$ cat src/sprq_pkg.sv
`default_nettype none
package sprq_pkg;

    localparam int DEPTH         = 16;
    localparam int PRIORITY_BITS = 8;
    localparam int PAYLOAD_BITS  = 16;
    localparam int ADDR_W        = $clog2(DEPTH);
    localparam int CNT_W         = $clog2(DEPTH + 1);
    localparam int ENTRY_W       = PRIORITY_BITS + PAYLOAD_BITS;

    localparam logic KIND_INSERT = 1'b0;
    localparam logic KIND_REMOVE = 1'b1;

    localparam logic [1:0] STATUS_OK    = 2'd0;
    localparam logic [1:0] STATUS_FULL  = 2'd1;
    localparam logic [1:0] STATUS_EMPTY = 2'd2;

    typedef struct packed {
        logic [PRIORITY_BITS-1:0] pri;
        logic [PAYLOAD_BITS-1:0]  pay;
    } t_entry;

endpackage
`default_nettype wire

$ cat src/sprq_ram.sv
`default_nettype none
module sprq_ram #(
    parameter int WIDTH = 8,
    parameter int DEPTH = 16
) (
    input  wire logic                     i_clk,
    input  wire logic                     i_wr_en,
    input  wire logic [$clog2(DEPTH)-1:0] i_wr_addr,
    input  wire logic [WIDTH-1:0]         i_wr_data,
    input  wire logic                     i_rd_en,
    input  wire logic [$clog2(DEPTH)-1:0] i_rd_addr,
    output logic      [WIDTH-1:0]         o_rd_data
);

    logic [WIDTH-1:0] r_mem [DEPTH];

    always_ff @(posedge i_clk) begin
        if (i_wr_en) begin
            r_mem[i_wr_addr] <= i_wr_data;
        end
        if (i_rd_en) begin
            o_rd_data <= r_mem[i_rd_addr];
        end
    end

endmodule
`default_nettype wire

$ cat src/stable_priority_queue.sv
`default_nettype none
// Stable sorted priority queue of up to DEPTH entries; lower priority value
// leaves first, equal priorities leave in arrival order. Entries sit in one
// single-port-read RAM as a circular buffer in sorted order. One beat is
// taken at a time and o_stall stays high until its result beat has been
// taken. A remove reads the head entry and returns it; an insert dropped as
// full or a remove on an empty queue goes straight to the result beat with
// its status. An insert moves back one slot each held entry with a strictly
// higher priority value, starting from the tail: each move is a RAM read, a
// compare and a RAM write through the one compare unit, and the scan that
// stops on a lower or equal entry spends one more read and compare, then
// writes the new entry. The result beat is held while i_stall is high.
module stable_priority_queue (
    input  wire logic                              i_clk,
    input  wire logic                              i_rst_n,
    input  wire logic                              i_valid,
    output logic                                   o_stall,
    input  wire logic                              i_kind,
    input  wire logic [sprq_pkg::PRIORITY_BITS-1:0] i_new_priority,
    input  wire logic [sprq_pkg::PAYLOAD_BITS-1:0]  i_new_payload,
    output logic                                   o_valid,
    input  wire logic                              i_stall,
    output logic                                   o_out_valid,
    output logic      [sprq_pkg::PRIORITY_BITS-1:0] o_out_priority,
    output logic      [sprq_pkg::PAYLOAD_BITS-1:0]  o_out_payload,
    output logic      [1:0]                        o_status,
    output logic      [sprq_pkg::CNT_W-1:0]         o_fill_count
);
    import sprq_pkg::*;

    localparam logic [2:0] S_IDLE  = 3'd0;
    localparam logic [2:0] S_FETCH = 3'd1;
    localparam logic [2:0] S_CHECK = 3'd2;
    localparam logic [2:0] S_POP   = 3'd3;
    localparam logic [2:0] S_OUT   = 3'd4;

    logic [2:0]         r_state, n_state;
    logic [ADDR_W-1:0]  r_head, n_head;
    logic [CNT_W-1:0]   r_count, n_count;
    logic [ADDR_W-1:0]  r_slot, n_slot;
    logic [CNT_W-1:0]   r_left, n_left;
    t_entry             r_new, n_new;
    logic               r_out_valid, n_out_valid;
    t_entry             r_out, n_out;
    logic [1:0]         r_status, n_status;

    logic               wr_en;
    t_entry             wr_data;
    logic               rd_en;
    logic [ADDR_W-1:0]  rd_addr;
    t_entry             rd_data;
    logic [ADDR_W-1:0]  slot_prev;
    logic [ADDR_W-1:0]  head_next;
    logic [CNT_W:0]     tail_sum;
    logic [ADDR_W-1:0]  tail_addr;
    logic               accept;

    assign accept    = i_valid && (r_state == S_IDLE);
    assign slot_prev = (r_slot == '0) ? ADDR_W'(DEPTH - 1) : r_slot - 1'b1;
    assign head_next = (r_head == ADDR_W'(DEPTH - 1)) ? '0 : r_head + 1'b1;
    assign tail_sum  = {1'b0, CNT_W'(r_head)} + {1'b0, r_count};
    assign tail_addr = (tail_sum >= (CNT_W + 1)'(DEPTH))
                     ? ADDR_W'(tail_sum - (CNT_W + 1)'(DEPTH))
                     : ADDR_W'(tail_sum);

    sprq_ram #(
        .WIDTH (ENTRY_W),
        .DEPTH (DEPTH)
    ) u_ram (
        .i_clk     (i_clk),
        .i_wr_en   (wr_en),
        .i_wr_addr (r_slot),
        .i_wr_data (wr_data),
        .i_rd_en   (rd_en),
        .i_rd_addr (rd_addr),
        .o_rd_data (rd_data)
    );

    always_comb begin
        n_state     = r_state;
        n_head      = r_head;
        n_count     = r_count;
        n_slot      = r_slot;
        n_left      = r_left;
        n_new       = r_new;
        n_out_valid = r_out_valid;
        n_out       = r_out;
        n_status    = r_status;
        wr_en       = 1'b0;
        wr_data     = r_new;
        rd_en       = 1'b0;
        rd_addr     = slot_prev;
        case (r_state)
            S_IDLE: begin
                if (i_valid) begin
                    n_new.pri   = i_new_priority;
                    n_new.pay   = i_new_payload;
                    n_out_valid = 1'b0;
                    n_out       = '0;
                    n_status    = STATUS_OK;
                    if (i_kind == KIND_INSERT) begin
                        if (r_count == CNT_W'(DEPTH)) begin
                            n_status = STATUS_FULL;
                            n_state  = S_OUT;
                        end else begin
                            n_slot  = tail_addr;
                            n_left  = r_count;
                            n_state = S_FETCH;
                        end
                    end else begin
                        if (r_count == '0) begin
                            n_status = STATUS_EMPTY;
                            n_state  = S_OUT;
                        end else begin
                            rd_en   = 1'b1;
                            rd_addr = r_head;
                            n_state = S_POP;
                        end
                    end
                end
            end
            S_FETCH: begin
                if (r_left == '0) begin
                    wr_en   = 1'b1;
                    n_count = r_count + 1'b1;
                    n_state = S_OUT;
                end else begin
                    rd_en   = 1'b1;
                    n_state = S_CHECK;
                end
            end
            S_CHECK: begin
                wr_en = 1'b1;
                if (rd_data.pri > r_new.pri) begin
                    wr_data = rd_data;
                    n_slot  = slot_prev;
                    n_left  = r_left - 1'b1;
                    n_state = S_FETCH;
                end else begin
                    n_count = r_count + 1'b1;
                    n_state = S_OUT;
                end
            end
            S_POP: begin
                n_out_valid = 1'b1;
                n_out       = rd_data;
                n_head      = head_next;
                n_count     = r_count - 1'b1;
                n_state     = S_OUT;
            end
            S_OUT: begin
                if (!i_stall) begin
                    n_state = S_IDLE;
                end
            end
            default: begin
                n_state = S_IDLE;
            end
        endcase
    end

    always_ff @(posedge i_clk) begin
        if (!i_rst_n) begin
            r_state <= S_IDLE;
            r_head  <= '0;
            r_count <= '0;
        end else begin
            r_state <= n_state;
            r_head  <= n_head;
            r_count <= n_count;
        end
        r_slot      <= n_slot;
        r_left      <= n_left;
        r_new       <= n_new;
        r_out_valid <= n_out_valid;
        r_out       <= n_out;
        r_status    <= n_status;
    end

    assign o_stall        = (r_state != S_IDLE);
    assign o_valid        = (r_state == S_OUT);
    assign o_out_valid    = r_out_valid;
    assign o_out_priority = r_out.pri;
    assign o_out_payload  = r_out.pay;
    assign o_status       = r_status;
    assign o_fill_count   = r_count;

    a_count_bound: assert property (@(posedge i_clk) disable iff (!i_rst_n)
        r_count <= CNT_W'(DEPTH))
        else $error("fill count above depth");

    a_pop_ok: assert property (@(posedge i_clk) disable iff (!i_rst_n)
        o_valid && o_out_valid |-> o_status == STATUS_OK)
        else $error("returned entry with bad status");

    a_full_flag: assert property (@(posedge i_clk) disable iff (!i_rst_n)
        o_valid && (o_status == STATUS_FULL) |-> o_fill_count == CNT_W'(DEPTH))
        else $error("full flagged while not full");

    a_pop_path: assert property (@(posedge i_clk) disable iff (!i_rst_n)
        accept && (i_kind == KIND_REMOVE) && (r_count != '0) |=> r_state == S_POP)
        else $error("remove did not read head");

endmodule
`default_nettype wire
$ cat config.mk
export PLATFORM = sky130hd
export DESIGN_NAME = stable_priority_queue
export DESIGN_NICKNAME = d
export VERILOG_FILES = /design/src/sprq_pkg.sv /design/src/sprq_ram.sv /design/src/stable_priority_queue.sv
export SDC_FILE = /design/constraint.sdc
export NUM_CORES = 1
export LEC_CHECK = 0
export ABC_CLOCK_PERIOD_IN_PS = 4120
export BUFFER_PORTS_ARGS = -buffer_cell sky130_fd_sc_hd__buf_2
export CAP_MARGIN = 10
export CORE_MARGIN = 5
export CORE_UTILIZATION = 45
export CTS_BUF_LIST = sky130_fd_sc_hd__clkbuf_8
export DETAILED_ROUTE_END_ITERATION = 16
export SLEW_MARGIN = 5
export SYNTH_ARGS = -nofsm -noshare
export SYNTH_HDL_FRONTEND = slang
export SYNTH_SLANG_ARGS = --single-unit
$ cat constraint.sdc
create_clock -name i_clk -period 4.12 [get_ports i_clk]
set_input_delay 0.206 -clock i_clk [delete_from_list [all_inputs] [get_ports i_clk]]
set_output_delay 0.206 -clock i_clk [all_outputs]
set_load 0.05 [all_outputs]
-- After elaboration in Yosys (flattened, before gate mapping)
Memory sizes are Yosys's and may differ from the RTL's. A register that Yosys moved wholly into a read port is not among the register bits.
Index checks and enable logic that the tools add are counted.
- input bits: 29
- output and inout port bits: 34
- memories: 1
- register bits after elaboration: 72
- memory bits (writable): 384
- logic and storage cells: 93
- equality and inequality tests: 13
- multiplexer cells: 46
- order comparisons: 2
- reductions and logical operators: 13
- $add $sub $neg: 7
- memories (memory ; depth ; width ; read ports ; clocked after Yosys merged registers in ; write ports ; RTL line ; source):
    u_ram.r_mem ; 16 ; 24 ; 1 ; 1 ; 1 ; sprq_ram.sv:15 ; logic [WIDTH-1:0] r_mem [DEPTH];
- operators by type and width (kind ; count):
    2-to-1 mux 24 bit ; 3
    one-hot mux 24 bit (2 select lines) ; 1
    2-to-1 mux 4 bit ; 11
    2-to-1 mux 5 bit ; 6
    2-to-1 mux 3 bit ; 7
    one-hot mux 3 bit (5 select lines) ; 1
    one-hot mux 5 bit (3 select lines) ; 1
    != test 2 bit (second input constant) ; 7
    zero test 5 bit ; 2
    one-hot mux 5 bit (2 select lines) ; 1
    subtractor 5 x 1 -> 5 bit (second input constant) ; 2
    2-to-1 mux 1 bit ; 9
    > comparator 8 bit ; 1
    one-hot mux 4 bit (2 select lines) ; 1
    subtractor 4 x 1 -> 4 bit (second input constant) ; 2
    adder 4 x 5 -> 6 bit ; 1
    equality test 3 x 2 -> 1 bit (second input constant) ; 2
    greater-or-equal comparator 6 x 5 -> 1 bit (second input constant) ; 1
    one-hot mux 1 bit (2 select lines) ; 3
    AND reduction 2 bit ; 3
    nonzero test 3 bit ; 2
    adder 5 x 1 -> 5 bit (second input constant) ; 1
    equality test 5 bit (second input constant) ; 1
    AND reduction 5 bit ; 1
    9 further kinds ; 11

-- Logic depth before layout (Yosys ltp)
- word-level depth: 7
- depth in mapped cells: 11
- depth with buffers taken out: 9

-- By module
A second synthesis with hierarchy kept.
- cells, all modules: 938
- area, all modules: 18938.2 sq um
- modules (own cells, without submodules) (module ; times used ; cells each ; sequential area each (sq um) ; area each (sq um)):
    sprq_ram ; 1 ; 636 ; 12251.8 ; 15170.8
    stable_priority_queue ; 1 ; 302 ; 2042.0 ; 3767.4

-- Worst setup path after synthesis
OpenSTA, ideal clock, no wires.
- kind: reg-to-reg
- start point: register r_left[0]
- end point: memory u_ram.r_mem[2][0] in the netlist's numbering, enable pin
- stages on the path, launching flop included: 8
- required time: 3685 ps
- slack: 508 ps
- buffers on the path: 0
- clock period less this slack: 3612 ps
- arrival: 3177 ps
- cells stage by stage: edfxtp_1 inv_1 ha_1 nor4b_1 nand3b_1 a21oi_1 nand2_1 nor3_1
- longest elaborated chain between the ends: 5
- RTL lines (what ; RTL line ; source):
    start, declared ; stable_priority_queue.sv:41 ; logic [CNT_W-1:0] r_left, n_left;
    start signal, assigned ; stable_priority_queue.sv:173 ; r_left <= n_left;
    zero test 5 bit ; stable_priority_queue.sv:123 ; if (r_left == '0) begin
    2-to-1 mux 1 bit ; stable_priority_queue.sv:123 ;
    one-hot mux 1 bit (2 select lines) ; stable_priority_queue.sv:93 ; case (r_state)
    2-to-1 mux 1 bit ; sprq_ram.sv:18 ; if (i_wr_en) begin
    2-to-1 mux 1 bit (implied by the code) ; sprq_ram.sv:19 ; r_mem[i_wr_addr] <= i_wr_data;
    end, declared ; sprq_ram.sv:15 ;
No other way between the ends.

-- Worst setup path in the final report
- start point: register r_state[2]
- end point: register u_ram.o_rd_data[13] (read register of u_ram.r_mem), data pin
- longest elaborated chain between the ends: 2
- elaborated cells on any way between the ends: 4
- classes of those cells: 1 x eq/ne; 2 x mux; 1 x reduce/logical
- RTL lines (what ; RTL line ; source):
    start, declared ; stable_priority_queue.sv:37 ; logic [2:0] r_state, n_state;
    start signal, assigned ; stable_priority_queue.sv:168 ; r_state <= n_state;
    equality test 3 x 1 -> 1 bit / zero test 3 bit (equally long branches) ; stable_priority_queue.sv:93 ;
    one-hot mux 1 bit (2 select lines) / 2-to-1 mux 4 bit (equally long branches) ; stable_priority_queue.sv:93 ;
    end, declared ; sprq_ram.sv:12 ; output logic [WIDTH-1:0] o_rd_data
Parallel ways exist; a longest one is shown, timed or not.
A chain may end at the register's enable or synchronous reset.

==> flow_metrics.tcl <==
set metrics [dict create \
    dr.pass1.iters 5 \
    finalClockSkew_ns 0.0343 \
    postSynthRegisterBits 480 \
    dp.final_hpwl_mm 27.5 \
    dominant_synthesized_flop_cell "edfxtp_1" \
    fmax_ghz 0.296 \
    critical_path.reg2reg.startpoint "r_state[2]" \
    worst_setup_path_start_kind "flip-flop" \
    hold_class "input pin to flip-flop" \
    start_util 0.456 \
    synthMostInstantiatedCell "edfxtp_1" \
    drcViolationCount 0 \
    worst_slew_pin_slew_ns 1.07 \
    synth_cells 1293 \
    power.leakage_uw 0.00790 \
    floorplan.rows 77 \
    criticalPathCategory "flip-flop to flip-flop" \
    netlist.area_leader.share 0.696 \
    dr.first_iter.drc_count 946 \
    ant_nets 0 \
    synth.avg_cell_area_um2 15.6 \
    power.internal_uw 8300 \
    timing.hold.ws_ns 0.0674 \
    grt_use_total 0.206 \
    synth_enable_flop_cells 468 \
    nFillCells 3716 \
    tritoncts.num_buffers 80 \
    grt_max_degree 54 \
    boundaryPins 63 \
    antenna_found_initial 1 \
    min_path_cells 5 \
    setup-violations-final 0 \
    crit_path_cell_trace "nor2_1 > nand3b_1 > inv_2 > o211ai_2 > a21boi_4 > buf_12 > mux2_2 > o211ai_1 > o2111ai_1" \
    netSwitchingFraction 0.278 \
    via_per_inst 5.70 \
    cp.arrival_ns 3.73 \
    peakVddDrop_v 0.000242 \
    total_gr_overflow 0 \
    via_count 11800 \
    gpl.final_weighted_congestion 0.775 \
    ys_types 54 \
    worst-path-max-fanout 53 \
    tns_ns 0 \
    yosysWarnings 0 \
    grt_pass1_wl_mm 76.8 \
    detail_route.wl_per_cell_um 24.7 \
    power_dissipated_by_switching_net_loads_uw 3190 \
    clock_power_share 0.332 \
    power_frac_comb 0.168 \
    grt_setup_unrepaired "false" \
    fp.dieW_um 222 \
    post_route_clock_period_utilization 0.819 \
    portBuffers 62 \
    worst_setup_path_end_kind "flip-flop" \
    cts.root.buffer_cell "clkbuf_8" \
    timing.critical_path.slowest_stage_cell "a21boi_4" \
    clk_pin_slew_worst_paths_ns 0.07 \
    area.growth.synth_to_final_pct 14.9 \
    hold_viol_final 0 \
    p_seq_frac 0.500 \
    final_max_slew_viol_count 0 \
    maxCapViolCount 0 \
    cts_tree "done" \
    latest_clock_arrival_within_the_worst_skew_pair_ns 0.63 \
    worst_ep_required_time_ns 4.48 \
    critical_path.reg2reg.endpoint "u_ram.o_rd_data[13]" \
    design.final.nets 1481 \
    clock-sinks 480 \
    max_slew_margin 0.289 \
    outcome "finished clean" \
    synth.largest_area_cell "edfxtp_1" \
    p_per_cell_area_nw_per_um2 495 \
    hold_end "r_state[2]" \
    synthArstFlopShare 0 \
    die_y_um 222 \
    layout_min_cycle_time_ns 3.37 \
    grt_pass1_vias 12000 \
    worst-r2r-setup-slack_ns 0.75 \
    layout-drive-gt1-share 0.228 \
    htreeDepth 3 \
    cts-resized-gates 0 \
    clock_tree.buffer_depth 3 \
    fp.coreArea_um2 44300 \
    area_of_the_die_um2 49200 \
    synth.net_count 1346 \
    final_core_utilization 0.524 \
    critical_path.max_stage_delay_ns 0.51 \
    synth.top_cells.by_count "edfxtp_1 (468), o211ai_1 (218), inv_1 (93), mux2_2 (93), mux2i_1 (49)" \
    synth_top_cells_by_area "edfxtp_1 (70%), o211ai_1 (8.1%), mux2_2 (5.2%), mux2i_1 (2.4%), inv_1 (1.7%)" \
    r2r_cells 9 \
    hold_path.startpoint "i_stall" \
    ys_seq_area_frac 0.708 \
    synthesis.area_um2 20200 \
    postRouteWirelength_mm 51.3 \
]
## per-stage QoR
stage	cells	setup WS, ns	power (uW)	cell area (um2)
after floorplan	1293	0.508	7130	20200
after global placement	1912	0.844	7740	21500
after detailed placement	1912	0.780	7770	21500
after CTS	2074	0.758	11600	23200
after global routing	2075	0.526	12000	23200
final	2075	0.746	11500	23200
## layout by cell type, fill, tap and decap left out, drive strengths merged, types with 3 or more instances in the layout
cell type,instances
o2111ai,26
dlygate4sd3,26
mux2i,49
o21ai,21
and2,25
xor2,3
buf,113
o211ai,219
inv,113
mux2,114
edfxtp,468
clkinv,33
nand2b,5
nand3b,5
dfxtp,12
a21oi,20
ha,22
nand3,6
nor4,3
nor2,29
xnor2,8
a21o,8
nor3,9
nand2,29
o31ai,3
clkbuf,82
## critical path: cells and delay by family, from the launching register on
family,cells,cell delay [ns]
simple gates,2,0.45
flops,1,0.45
compound gates,4,1.08
buf+inv,2,0.72
mux,1,0.38
## state kept, by name, summed over array words and instances, names as in the netlist, 5 cells and up
name and count:
o_fill_count 5, o_out_payload 16, o_out_priority 8, r_left 5
r_new 24, u_ram.o_rd_data 24, u_ram.r_mem 384
## per-layer routing
layer  wire length, um  global-route usage  share of wire  up-vias
li1                  -                   -              -     5352
met1             22400               0.284           0.44     5970
met2             24400               0.332           0.47      408
met3              3260              0.0399          0.063       97
met4              1320              0.0704          0.026        0
met5                 0                   0              0        -
## worst max-delay path by stage
stage                           from                  end
final                     r_state[2]  u_ram.o_rd_data[13]
after global routing      r_state[2]  u_ram.o_rd_data[21]
after CTS                 r_state[2]  u_ram.o_rd_data[18]
after detailed placement  r_state[2]  u_ram.o_rd_data[18]
after global placement    r_state[2]   u_ram.o_rd_data[4]
after floorplan            r_left[0]    u_ram.r_mem[2][0]
## logic make-up (layout without fill, tap and decap cells)
group / Yosys count / count (layout) / share of synthesized area
other cells: 0 / 1 / 0
compound gates: 311 / 311 / 0.115
mux: 163 / 163 / 0.0879
fa+ha+maj: 24 / 24 / 0.0156
simple gates: 122 / 122 / 0.0303
xor+xnor: 11 / 11 / 0.00477
buf+inv: 182 / 371 / 0.0384
flops: 480 / 480 / 0.708
## cell type report
cell class / count / area, um2 / area share
antenna: 1 / 2.50 / 0.000108
clock buffer: 82 / 1130 / 0.0486
clock inverter: 54 / 279 / 0.0120
inverter: 96 / 360 / 0.0155
multi-input combinational: 631 / 5310 / 0.229
sequential: 480 / 14300 / 0.616
tap: 592 / 741 / 0.0319
timing repair buffer: 139 / 1090 / 0.0470
## power by group through the flow
stage	logic (uW)	clock network, uW	registers [uW]
finish	1930	3820	5750
global route	2070	4160	5760
CTS	1940	3920	5750
detailed placement	1920	0	5850
global placement	1890	0	5850
floorplan	1190	0	5950
## repair_timing
| item | 4_1_cts | 5_1_grt |
|---|---|---|
| buffers inserted | 0 | 0 |
| hold endpoints to repair | 36 | 0 |
| hold buffers | 26 | 0 |
No activity file was read; power rests on OpenSTA's default activity.
